File: src/hw/rtl/fsrq_pkg.sv
package fsrq_pkg;

    localparam int QUEUE_DEPTH  = 32;
    localparam int TASK_ID_BITS = 8;
    localparam int CNT_W        = $clog2(QUEUE_DEPTH + 1);
    localparam int IDX_W        = $clog2(QUEUE_DEPTH);

    // run_time * 1024 is a left shift by ten
    localparam int SCALE_SHIFT  = 10;
    localparam int RUNTIME_W    = 32;
    localparam int DIVIDEND_W   = RUNTIME_W + SCALE_SHIFT;
    localparam int WEIGHT_W     = 17;
    localparam int DIV_CNT_W    = $clog2(DIVIDEND_W);
    localparam int NICE_W       = 6;

    localparam logic ACT_ENQ = 1'b0;
    localparam logic ACT_DEQ = 1'b1;

    localparam logic [1:0] ST_DONE  = 2'd0;
    localparam logic [1:0] ST_FULL  = 2'd1;
    localparam logic [1:0] ST_EMPTY = 2'd2;

    typedef struct packed {
        logic [RUNTIME_W-1:0]    runtime;
        logic [TASK_ID_BITS-1:0] task_id;
        logic [NICE_W-1:0]       nice;
    } entry_t;

    typedef struct packed {
        logic                 insert;
        logic                 shift_out;
        logic [RUNTIME_W-1:0] key;
        entry_t               new_entry;
    } cell_ctrl_t;

    // nice table; indices of 39 and above take the lightest weight
    function automatic logic [WEIGHT_W-1:0] weight_of(input logic [NICE_W-1:0] level);
        logic [WEIGHT_W-1:0] w;
        begin
            case (level)
                6'd0:    w = 17'd88761;
                6'd1:    w = 17'd71755;
                6'd2:    w = 17'd56483;
                6'd3:    w = 17'd46273;
                6'd4:    w = 17'd36291;
                6'd5:    w = 17'd29154;
                6'd6:    w = 17'd23254;
                6'd7:    w = 17'd18705;
                6'd8:    w = 17'd14949;
                6'd9:    w = 17'd11916;
                6'd10:   w = 17'd9548;
                6'd11:   w = 17'd7620;
                6'd12:   w = 17'd6100;
                6'd13:   w = 17'd4904;
                6'd14:   w = 17'd3906;
                6'd15:   w = 17'd3121;
                6'd16:   w = 17'd2501;
                6'd17:   w = 17'd1991;
                6'd18:   w = 17'd1586;
                6'd19:   w = 17'd1277;
                6'd20:   w = 17'd1024;
                6'd21:   w = 17'd820;
                6'd22:   w = 17'd655;
                6'd23:   w = 17'd526;
                6'd24:   w = 17'd423;
                6'd25:   w = 17'd335;
                6'd26:   w = 17'd272;
                6'd27:   w = 17'd215;
                6'd28:   w = 17'd172;
                6'd29:   w = 17'd137;
                6'd30:   w = 17'd110;
                6'd31:   w = 17'd87;
                6'd32:   w = 17'd70;
                6'd33:   w = 17'd56;
                6'd34:   w = 17'd45;
                6'd35:   w = 17'd36;
                6'd36:   w = 17'd29;
                6'd37:   w = 17'd23;
                6'd38:   w = 17'd18;
                default: w = 17'd15;
            endcase
            return w;
        end
    endfunction

endpackage

File: src/hw/rtl/fsrq_divider.sv
module fsrq_divider
    import fsrq_pkg::*;
(
    input  logic                  clk,
    input  logic                  rst_n,
    input  logic                  load,
    input  logic [DIVIDEND_W-1:0] dividend,
    input  logic [WEIGHT_W-1:0]   divisor,
    output logic                  done,
    output logic [RUNTIME_W-1:0]  quotient
);

    // restoring division, one quotient bit per cycle
    logic                  run_reg,  run_next;
    logic                  done_reg, done_next;
    logic [DIV_CNT_W-1:0]  cnt_reg,  cnt_next;
    logic [DIVIDEND_W-1:0] dq_reg,   dq_next;
    logic [WEIGHT_W-1:0]   rem_reg,  rem_next;
    logic [WEIGHT_W-1:0]   dvs_reg,  dvs_next;
    logic [WEIGHT_W:0]     trial;
    logic                  fits;

    assign trial = {rem_reg, dq_reg[DIVIDEND_W-1]};
    assign fits  = (trial >= {1'b0, dvs_reg});

    always_comb
    begin
        run_next  = run_reg;
        done_next = 1'b0;
        cnt_next  = cnt_reg;
        dq_next   = dq_reg;
        rem_next  = rem_reg;
        dvs_next  = dvs_reg;
        if (load)
        begin
            run_next = 1'b1;
            cnt_next = '0;
            dq_next  = dividend;
            rem_next = '0;
            dvs_next = divisor;
        end
        else if (run_reg)
        begin
            rem_next = fits ? WEIGHT_W'(trial - {1'b0, dvs_reg}) : trial[WEIGHT_W-1:0];
            dq_next  = {dq_reg[DIVIDEND_W-2:0], fits};
            cnt_next = cnt_reg + 1'b1;
            if (cnt_reg == DIV_CNT_W'(DIVIDEND_W - 1))
            begin
                run_next  = 1'b0;
                done_next = 1'b1;
            end
        end
    end

    always_ff @(posedge clk or negedge rst_n)
    begin
        if (!rst_n)
        begin
            run_reg  <= 1'b0;
            done_reg <= 1'b0;
            cnt_reg  <= '0;
        end
        else
        begin
            run_reg  <= run_next;
            done_reg <= done_next;
            cnt_reg  <= cnt_next;
        end
    end

    always_ff @(posedge clk)
    begin
        dq_reg  <= dq_next;
        rem_reg <= rem_next;
        dvs_reg <= dvs_next;
    end

    assign done     = done_reg;
    assign quotient = dq_reg[RUNTIME_W-1:0];

endmodule

File: src/hw/rtl/fsrq_cell.sv
module fsrq_cell
    import fsrq_pkg::*;
(
    input  logic       clk,
    input  cell_ctrl_t ctrl,
    input  logic       occupied,
    input  logic       gt_prev,
    input  entry_t     prev_entry,
    input  entry_t     next_entry,
    output logic       gt,
    output entry_t     entry
);

    entry_t entry_reg, entry_next;

    // sorted chain: gt is low up to the insert point, high beyond it among occupied cells
    assign gt = occupied && (entry_reg.runtime > ctrl.key);

    always_comb
    begin
        entry_next = entry_reg;
        if (ctrl.insert)
        begin
            if (gt_prev)
                entry_next = prev_entry;
            else if (gt || !occupied)
                entry_next = ctrl.new_entry;
        end
        else if (ctrl.shift_out)
        begin
            entry_next = next_entry;
        end
    end

    always_ff @(posedge clk)
    begin
        entry_reg <= entry_next;
    end

    assign entry = entry_reg;

endmodule

File: src/hw/rtl/fair_share_run_queue_core.sv
// Fair-share run queue: tasks kept sorted by virtual runtime in a chain of cells.
// Command channel: a transaction is taken at a rising edge with start high and
// busy low. action selects enqueue (charge run_time*1024/weight to the runtime,
// then insert after equal keys) or dequeue (pop the least runtime).
// Result channel: done is high for exactly one cycle with status, out_task_id,
// out_runtime, out_nice_index and entry_count valid; the receiver cannot stall,
// so the result must be taken in that cycle.
// Latency: a dequeue, a full-queue enqueue or an empty-queue dequeue shows its
// result in the cycle after the command, and busy never rises, so such commands
// may follow every cycle. An accepted enqueue runs the 42-step bit-serial
// divider (one quotient bit a cycle) and then the insertion state; busy stays
// high until done rises, and no new command is taken while busy.
// Reset clears the count and all control; cell contents need no reset since a
// cell past the count is never read.
module fair_share_run_queue_core
    import fsrq_pkg::*;
(
    input  logic        clk,
    input  logic        rst_n,
    input  logic        start,
    output logic        busy,
    input  logic        action,
    input  logic [7:0]  task_id,
    input  logic [31:0] virtual_runtime,
    input  logic [5:0]  nice_index,
    input  logic [31:0] run_time,
    output logic        done,
    output logic [1:0]  status,
    output logic [7:0]  out_task_id,
    output logic [31:0] out_runtime,
    output logic [5:0]  out_nice_index,
    output logic [5:0]  entry_count
);

    localparam logic [1:0] S_IDLE = 2'd0;
    localparam logic [1:0] S_DIV  = 2'd1;
    localparam logic [1:0] S_INS  = 2'd2;

    logic [1:0]              state_reg, state_next;
    logic [CNT_W-1:0]        count_reg, count_next;
    logic [RUNTIME_W-1:0]    base_reg;
    logic [RUNTIME_W-1:0]    key_reg;
    logic [TASK_ID_BITS-1:0] task_reg;
    logic [NICE_W-1:0]       nice_reg;

    logic                    done_reg;
    logic [1:0]              status_reg;
    logic [7:0]              otask_reg;
    logic [31:0]             oruntime_reg;
    logic [5:0]              onice_reg;
    logic [5:0]              ocount_reg;

    logic                    accept;
    logic                    is_full;
    logic                    is_empty;
    logic                    div_load;
    logic                    div_done;
    logic [RUNTIME_W-1:0]    div_quot;

    cell_ctrl_t              ctrl;
    entry_t                  cell_entry [QUEUE_DEPTH];
    logic [QUEUE_DEPTH-1:0]  cell_gt;
    logic [QUEUE_DEPTH-1:0]  occ;

    assign busy     = (state_reg != S_IDLE);
    assign accept   = start && !busy;
    assign is_full  = (count_reg == CNT_W'(QUEUE_DEPTH));
    assign is_empty = (count_reg == '0);
    assign div_load = accept && (action == ACT_ENQ) && !is_full;

    // run_time * 1024 by shift; weight looked up straight from the nice table
    fsrq_divider u_div (
        .clk      (clk),
        .rst_n    (rst_n),
        .load     (div_load),
        .dividend ({run_time, {SCALE_SHIFT{1'b0}}}),
        .divisor  (weight_of(nice_index)),
        .done     (div_done),
        .quotient (div_quot)
    );

    // cell i is live while i is below the count
    always_comb
    begin
        for (int i = 0; i < QUEUE_DEPTH; i++)
            occ[i] = (CNT_W'(i) < count_reg);
    end

    always_comb
    begin
        ctrl.insert    = (state_reg == S_INS);
        ctrl.shift_out = accept && (action == ACT_DEQ) && !is_empty;
        ctrl.key       = key_reg;
        ctrl.new_entry = '{runtime: key_reg, task_id: task_reg, nice: nice_reg};
    end

    // chain: insert shifts the tail right from the insert point, dequeue
    // shifts everything left by one
    for (genvar g = 0; g < QUEUE_DEPTH; g++)
    begin : g_cell
        entry_t prev_e, next_e;
        logic   gt_p;
        if (g == 0)
        begin : g_head
            assign prev_e = cell_entry[g];
            assign gt_p   = 1'b0;
        end
        else
        begin : g_body
            assign prev_e = cell_entry[g-1];
            assign gt_p   = cell_gt[g-1];
        end
        if (g == QUEUE_DEPTH - 1)
        begin : g_tail
            assign next_e = cell_entry[g];
        end
        else
        begin : g_inner
            assign next_e = cell_entry[g+1];
        end

        fsrq_cell u_cell (
            .clk        (clk),
            .ctrl       (ctrl),
            .occupied   (occ[g]),
            .gt_prev    (gt_p),
            .prev_entry (prev_e),
            .next_entry (next_e),
            .gt         (cell_gt[g]),
            .entry      (cell_entry[g])
        );
    end

    always_comb
    begin
        state_next = state_reg;
        count_next = count_reg;
        unique case (state_reg)
            S_IDLE:
            begin
                if (div_load)
                    state_next = S_DIV;
                if (ctrl.shift_out)
                    count_next = count_reg - 1'b1;
            end
            S_DIV:
            begin
                if (div_done)
                    state_next = S_INS;
            end
            S_INS:
            begin
                state_next = S_IDLE;
                count_next = count_reg + 1'b1;
            end
            default:
            begin
                state_next = S_IDLE;
            end
        endcase
    end

    always_ff @(posedge clk or negedge rst_n)
    begin
        if (!rst_n)
        begin
            state_reg <= S_IDLE;
            count_reg <= '0;
            done_reg  <= 1'b0;
        end
        else
        begin
            state_reg <= state_next;
            count_reg <= count_next;
            done_reg  <= (accept && !div_load) || (state_reg == S_INS);
        end
    end

    // command capture, key sum (wraps at 32 bits) and result registers
    always_ff @(posedge clk)
    begin
        if (div_load)
        begin
            base_reg <= virtual_runtime;
            task_reg <= task_id[TASK_ID_BITS-1:0];
            nice_reg <= nice_index;
        end
        if (state_reg == S_DIV && div_done)
            key_reg <= base_reg + div_quot;

        if (state_reg == S_INS)
        begin
            status_reg   <= ST_DONE;
            otask_reg    <= '0;
            oruntime_reg <= key_reg;
            onice_reg    <= '0;
            ocount_reg   <= 6'(count_next);
        end
        else if (accept && !div_load)
        begin
            // dequeue, or a rejected transaction
            ocount_reg <= 6'(count_next);
            if (action == ACT_ENQ)
            begin
                status_reg   <= ST_FULL;
                otask_reg    <= '0;
                oruntime_reg <= '0;
                onice_reg    <= '0;
            end
            else if (is_empty)
            begin
                status_reg   <= ST_EMPTY;
                otask_reg    <= '0;
                oruntime_reg <= '0;
                onice_reg    <= '0;
            end
            else
            begin
                status_reg   <= ST_DONE;
                otask_reg    <= 8'(cell_entry[0].task_id);
                oruntime_reg <= cell_entry[0].runtime;
                onice_reg    <= cell_entry[0].nice;
            end
        end
    end

    assign done           = done_reg;
    assign status         = status_reg;
    assign out_task_id    = otask_reg;
    assign out_runtime    = oruntime_reg;
    assign out_nice_index = onice_reg;
    assign entry_count    = ocount_reg;

endmodule

File: config.mk
export PLATFORM = sky130hd
export DESIGN_NAME = fair_share_run_queue_core
export DESIGN_NICKNAME = d
export VERILOG_FILES = /design/src/hw/rtl/fsrq_pkg.sv /design/src/hw/rtl/fsrq_divider.sv /design/src/hw/rtl/fsrq_cell.sv /design/src/hw/rtl/fair_share_run_queue_core.sv
export SDC_FILE = /design/constraint.sdc
export NUM_CORES = 2
export LEC_CHECK = 0
export BUFFER_PORTS_ARGS = -buffer_cell sky130_fd_sc_hd__buf_2
export CAP_MARGIN = 20
export CORE_ASPECT_RATIO = 1.5
export CORE_MARGIN = 2
export CORE_UTILIZATION = 25
export DETAILED_ROUTE_END_ITERATION = 8
export GPL_ROUTABILITY_DRIVEN = 0
export RECOVER_POWER = 25
export SYNTH_ARGS = -nofsm -noshare
export SYNTH_HDL_FRONTEND = slang
export SYNTH_SLANG_ARGS = --single-unit
File: constraint.sdc
create_clock -name clk -period 13.05 [get_ports clk]
set_input_delay 2.61 -clock clk [delete_from_list [all_inputs] [get_ports clk]]
set_output_delay 2.61 -clock clk [all_outputs]
set_load 0.02 [all_outputs]
==> impl_results.md <==
- Starting utilization of the core area: 25.04%
- Worst Reg2Reg Path Length in Cells: 8
- Arrival time of data at the critical path endpoint: around 10 ns
- Hold WC Path Type: reg2reg
- Maximum fanout along the worst path: just over 100
- H-tree depth: 4
- R2R Path End: g_cell[19].u_cell.entry[12]
- Number of antenna violations at the first check in global routing: 6
- Number of rows created at floorplan: 298
- Final layout net count: roughly 12000
- Critical path start-end classification: reg2reg
- Number of design rule violations left after detail routing: 0
- Finish-stage setup viols: 0
- Main synth FF type: sky130_fd_sc_hd__edfxtp_1
- Routed WL: around 390 mm
- Via count of the first global-routing pass: between 80000 and 90000
- Setup crit end kind: flop
- Maximum clock frequency: approximately 0.11 GHz
- Max incr delay on CP: approximately 4.1 ns
- Hold-fix buffer count after cts: 0
- Clock root buffer master: sky130_fd_sc_hd__clkbuf_16
- Sinks on Clock Net: between 1500 and 2000
- Total vias in the final route: 90250
- Clock buffer count from CTS: around 170
- Wire length per cell after detailed routing: around 24 um
- Number of post-CTS setup repair buffers: 0
- Total die area: 444300 um2
- Initial drt markers: ~9800
- Overall routing resource usage: between 10% and 20%
- Worst-Skew Late Latency: a little under 0.9 ns
- Bufs on Longest Clock Path: 4
- Clock skew: about 0.064 ns
- Run status: finished, violations left
- Leftover overflow at the end of global routing: 0
- CTS tree: done
- IO Pins: 138
- Buffering stage count on the worst path with inverters included: 4
- Flip-flop count of the largest register, all copies and words added: approximately 1500
- Global-route wire length before repair: between 500 and 600 mm
- Headroom to the max-slew limit: -294.2%
- Number of fill cells: 45790
- Half-perimeter wire length after placement: around 280 mm
- Slowest stage cell on the critical path: sky130_fd_sc_hd__clkbuf_1
- Number of max-cap violations: 46
- Final Hold Violating Endpoints: 0
- Cell Pwr Density: 134.5 nW/um2
- Sequence of cells on the critical path: nor2b_1 -> clkbuf_1 -> buf_4 -> buf_4 -> and2_0 -> clkbuf_1 -> o31ai_1 -> o211ai_1
- Failing checks: capacitance limit, slew limit
- RSZ-0062 raised after global routing: no
- Number of vias per cell after detailed routing: between 5 and 6
- Post-synthesis instance area: roughly 110000 um2
- Cell depth of the worst min-delay path: 2
- Final worst path period share: between 70% and 80%
- Max-slew violation total from the final report: roughly 1800
- Number of instances in the placed design: between 15000 and 20000
- Total of warnings raised by yosys: 0
- Kind of cell adding the most delay to the critical path: buffers and inverters
- Number of routed nets with antenna violations: 0
- Worst IR drop on VDD: 152.8 uV
- DIE WIDTH: 544.9 um
- Library cells used by synthesis: 84
- Cells resized by post-CTS repair: 0
- Worst hold slack after final layout: between 0.4 and 0.5 ns
- Fin cells: about 17000
- Static leakage: about 44 nW
- Post-synthesis average cell area: ~10 um2
- Pre-antenna DRT Iters: 8
- Number of buffers added on ports: between 100 and 150
- Number of synthesized flops with an enable pin: ~1600
- Final worst path period need: 9.309 ns
- Sequential cell area fraction in the yosys report: 45.98%
- Syn Inst Count: roughly 11000
- Clock transition at the register clock pins on the worst setup and hold paths after CTS: approximately 0.07 ns
- Ratio of cells with drive above 1 in the final layout: about 7%
- Critical hold path startpoint: out_nice_index[5]
- Share of synthesized registers carrying an async set or reset: between 1 and 1.5%
- Total Neg Setup Slack: 0 ns
- Worst Hold Endpoint: out_nice_index[5]
- Critical path required time: around 14 ns
- Area grow syn2layout: 11.37%
- Critical Path Start Type: flop
- Core ar.: approximately 440000 um2
- Minimum setup slack among reg-to-reg paths: about 3.7 ns
- Maximum number of pins on one net before global-route repair: 212
- Launching point of the worst reg2reg path: state_reg[1]
- Synthesis-stage register bit count: roughly 1700
- Chip Height: 815.3 um
- Number of nets produced by synthesis: approximately 12000
- Pin slew with the least headroom to its limit: approximately 5.9 ns
==> cells in the final DEF, fill, tap and decap left out, drive strengths merged, types with 46 or more instances in the layout <==
cell,n
o21a,93
nor2,624
o211ai,799
nor3,54
o31ai,102
nand4,528
clkbuf,337
o2111ai,102
a21oi,481
clkinv,83
o21ai,119
ha,1088
buf,270
nand3,394
nand2,2114
a221o,601
inv,110
edfxtp,1637
mux2,46
nor2b,49
a21o,458
==> cell usage after synthesis (all sizes together), types with 14 or more instances <==
cell type | count | area share, %
a41oi | 15 | 0.12
a211oi | 20 | 0.14
o2111ai | 102 | 0.83
and3 | 16 | 0.091
nand2 | 2114 | 7.2
nor3 | 54 | 0.26
o21a | 93 | 0.64
clkbuf | 679 | 2.3
dfrtp | 17 | 0.39
nor2b | 49 | 0.28
nor4 | 37 | 0.24
a21oi | 481 | 2.2
a221o | 601 | 5.5
mux2 | 46 | 0.47
a21o | 458 | 3.1
ha | 1088 | 12
and2 | 32 | 0.18
edfxtp | 1637 | 45
o221ai | 22 | 0.18
nor2 | 624 | 2.1
o21bai | 30 | 0.21
nand3 | 394 | 1.8
dfxtp | 43 | 0.78
a31oi | 28 | 0.16
nand4 | 528 | 3.0
nand2b | 29 | 0.17
xor2 | 17 | 0.14
or2 | 33 | 0.19
or3 | 38 | 0.22
and4 | 14 | 0.11
xnor2 | 31 | 0.25
mux2i | 24 | 0.22
inv | 124 | 0.42
o21ai | 119 | 0.54
o31ai | 102 | 0.70
buf | 245 | 1.1
o211ai | 799 | 5.5
==> power breakdown <==
group	switching [mW]	internal, mW
Sequential	0.403	6.69
Combinational	3.07	1.18
Clock	2.30	2.79
Total	5.77	10.7
==> worst register-to-register path, stage by stage (launching register included) <==
cell	delay, ns
sky130_fd_sc_hd__dfrtp_1	0.50
sky130_fd_sc_hd__nor2b_1	0.38
sky130_fd_sc_hd__clkbuf_1	4.12
sky130_fd_sc_hd__buf_4	1.21
sky130_fd_sc_hd__buf_4	0.79
sky130_fd_sc_hd__and2_0	0.86
sky130_fd_sc_hd__clkbuf_1	0.98
sky130_fd_sc_hd__o31ai_1	0.20
sky130_fd_sc_hd__o211ai_1	0.15
==> per-layer routing <==
layer / GRT usage (%) / part of all wire, %
met3: 1.514 / 6.0
met5: 0 / 0.0033
met4: 11.55 / 7.6
met1: 20.08 / 38
met2: 28.41 / 48
==> through the flow <==
| step | worst slack [ns] | utilization, % | total power [mW] | instance area (um2) |
|---|---|---|---|---|
| 2_1_floorplan | 6.567 | - | 9.846 | 109700 |
| 3_3_place_gp | 6.892 | 26.70 | 11.32 | 117000 |
| 3_5_place_dp | 6.845 | 26.70 | 11.39 | 117000 |
| 4_1_cts | 7.306 | 27.95 | 16.46 | 122500 |
| 5_1_grt | 3.594 | 27.89 | 17.02 | 122200 |
| 6_report | 3.741 | 27.89 | 16.43 | 122200 |
==> how the worst max path moves through the flow <==
stage	cells after the start	from	to
after floorplan	7	start	g_cell[24].u_cell.entry[0]
after global placement	8	start	g_cell[20].u_cell.entry[6]
after detailed placement	8	start	g_cell[20].u_cell.entry[10]
after CTS	12	key_reg[28]	g_cell[13].u_cell.entry[29]
after global routing	7	state_reg[0]	g_cell[2].u_cell.entry[44]
final	8	state_reg[1]	g_cell[19].u_cell.entry[12]
==> cell families (layout without fill, tap and decap cells) <==
| group | Yosys count | count (layout) | synth area share [%] |
|---|---|---|---|
| adder cells (fa/ha/maj) | 1090 | 1090 | 12.44 |
| AND/OR/NAND/NOR | 3980 | 3980 | 16.06 |
| multiplexers | 71 | 71 | 0.7116 |
| AO/OA/AOI/OAI | 2965 | 2965 | 20.56 |
| flip-flops | 1697 | 1697 | 45.98 |
| other | 0 | 2 | 0 |
| XOR/XNOR | 48 | 48 | 0.3832 |
| buffers and inverters | 1049 | 821 | 3.862 |
==> final cells by class <==
cell class                 count  area [um2]  area share, %
sequential                  1697       50440          41.29
clock buffer                 219        4677          3.828
inverter                     125       470.5         0.3850
multi-input combinational   8154       56080          45.89
clock inverter                89       784.5         0.6421
antenna                        2       5.005       0.004096
timing repair buffer         388        2407          1.970
tap                         5850        7320          5.991
Note: power is estimated with default switching activity, not from simulation.
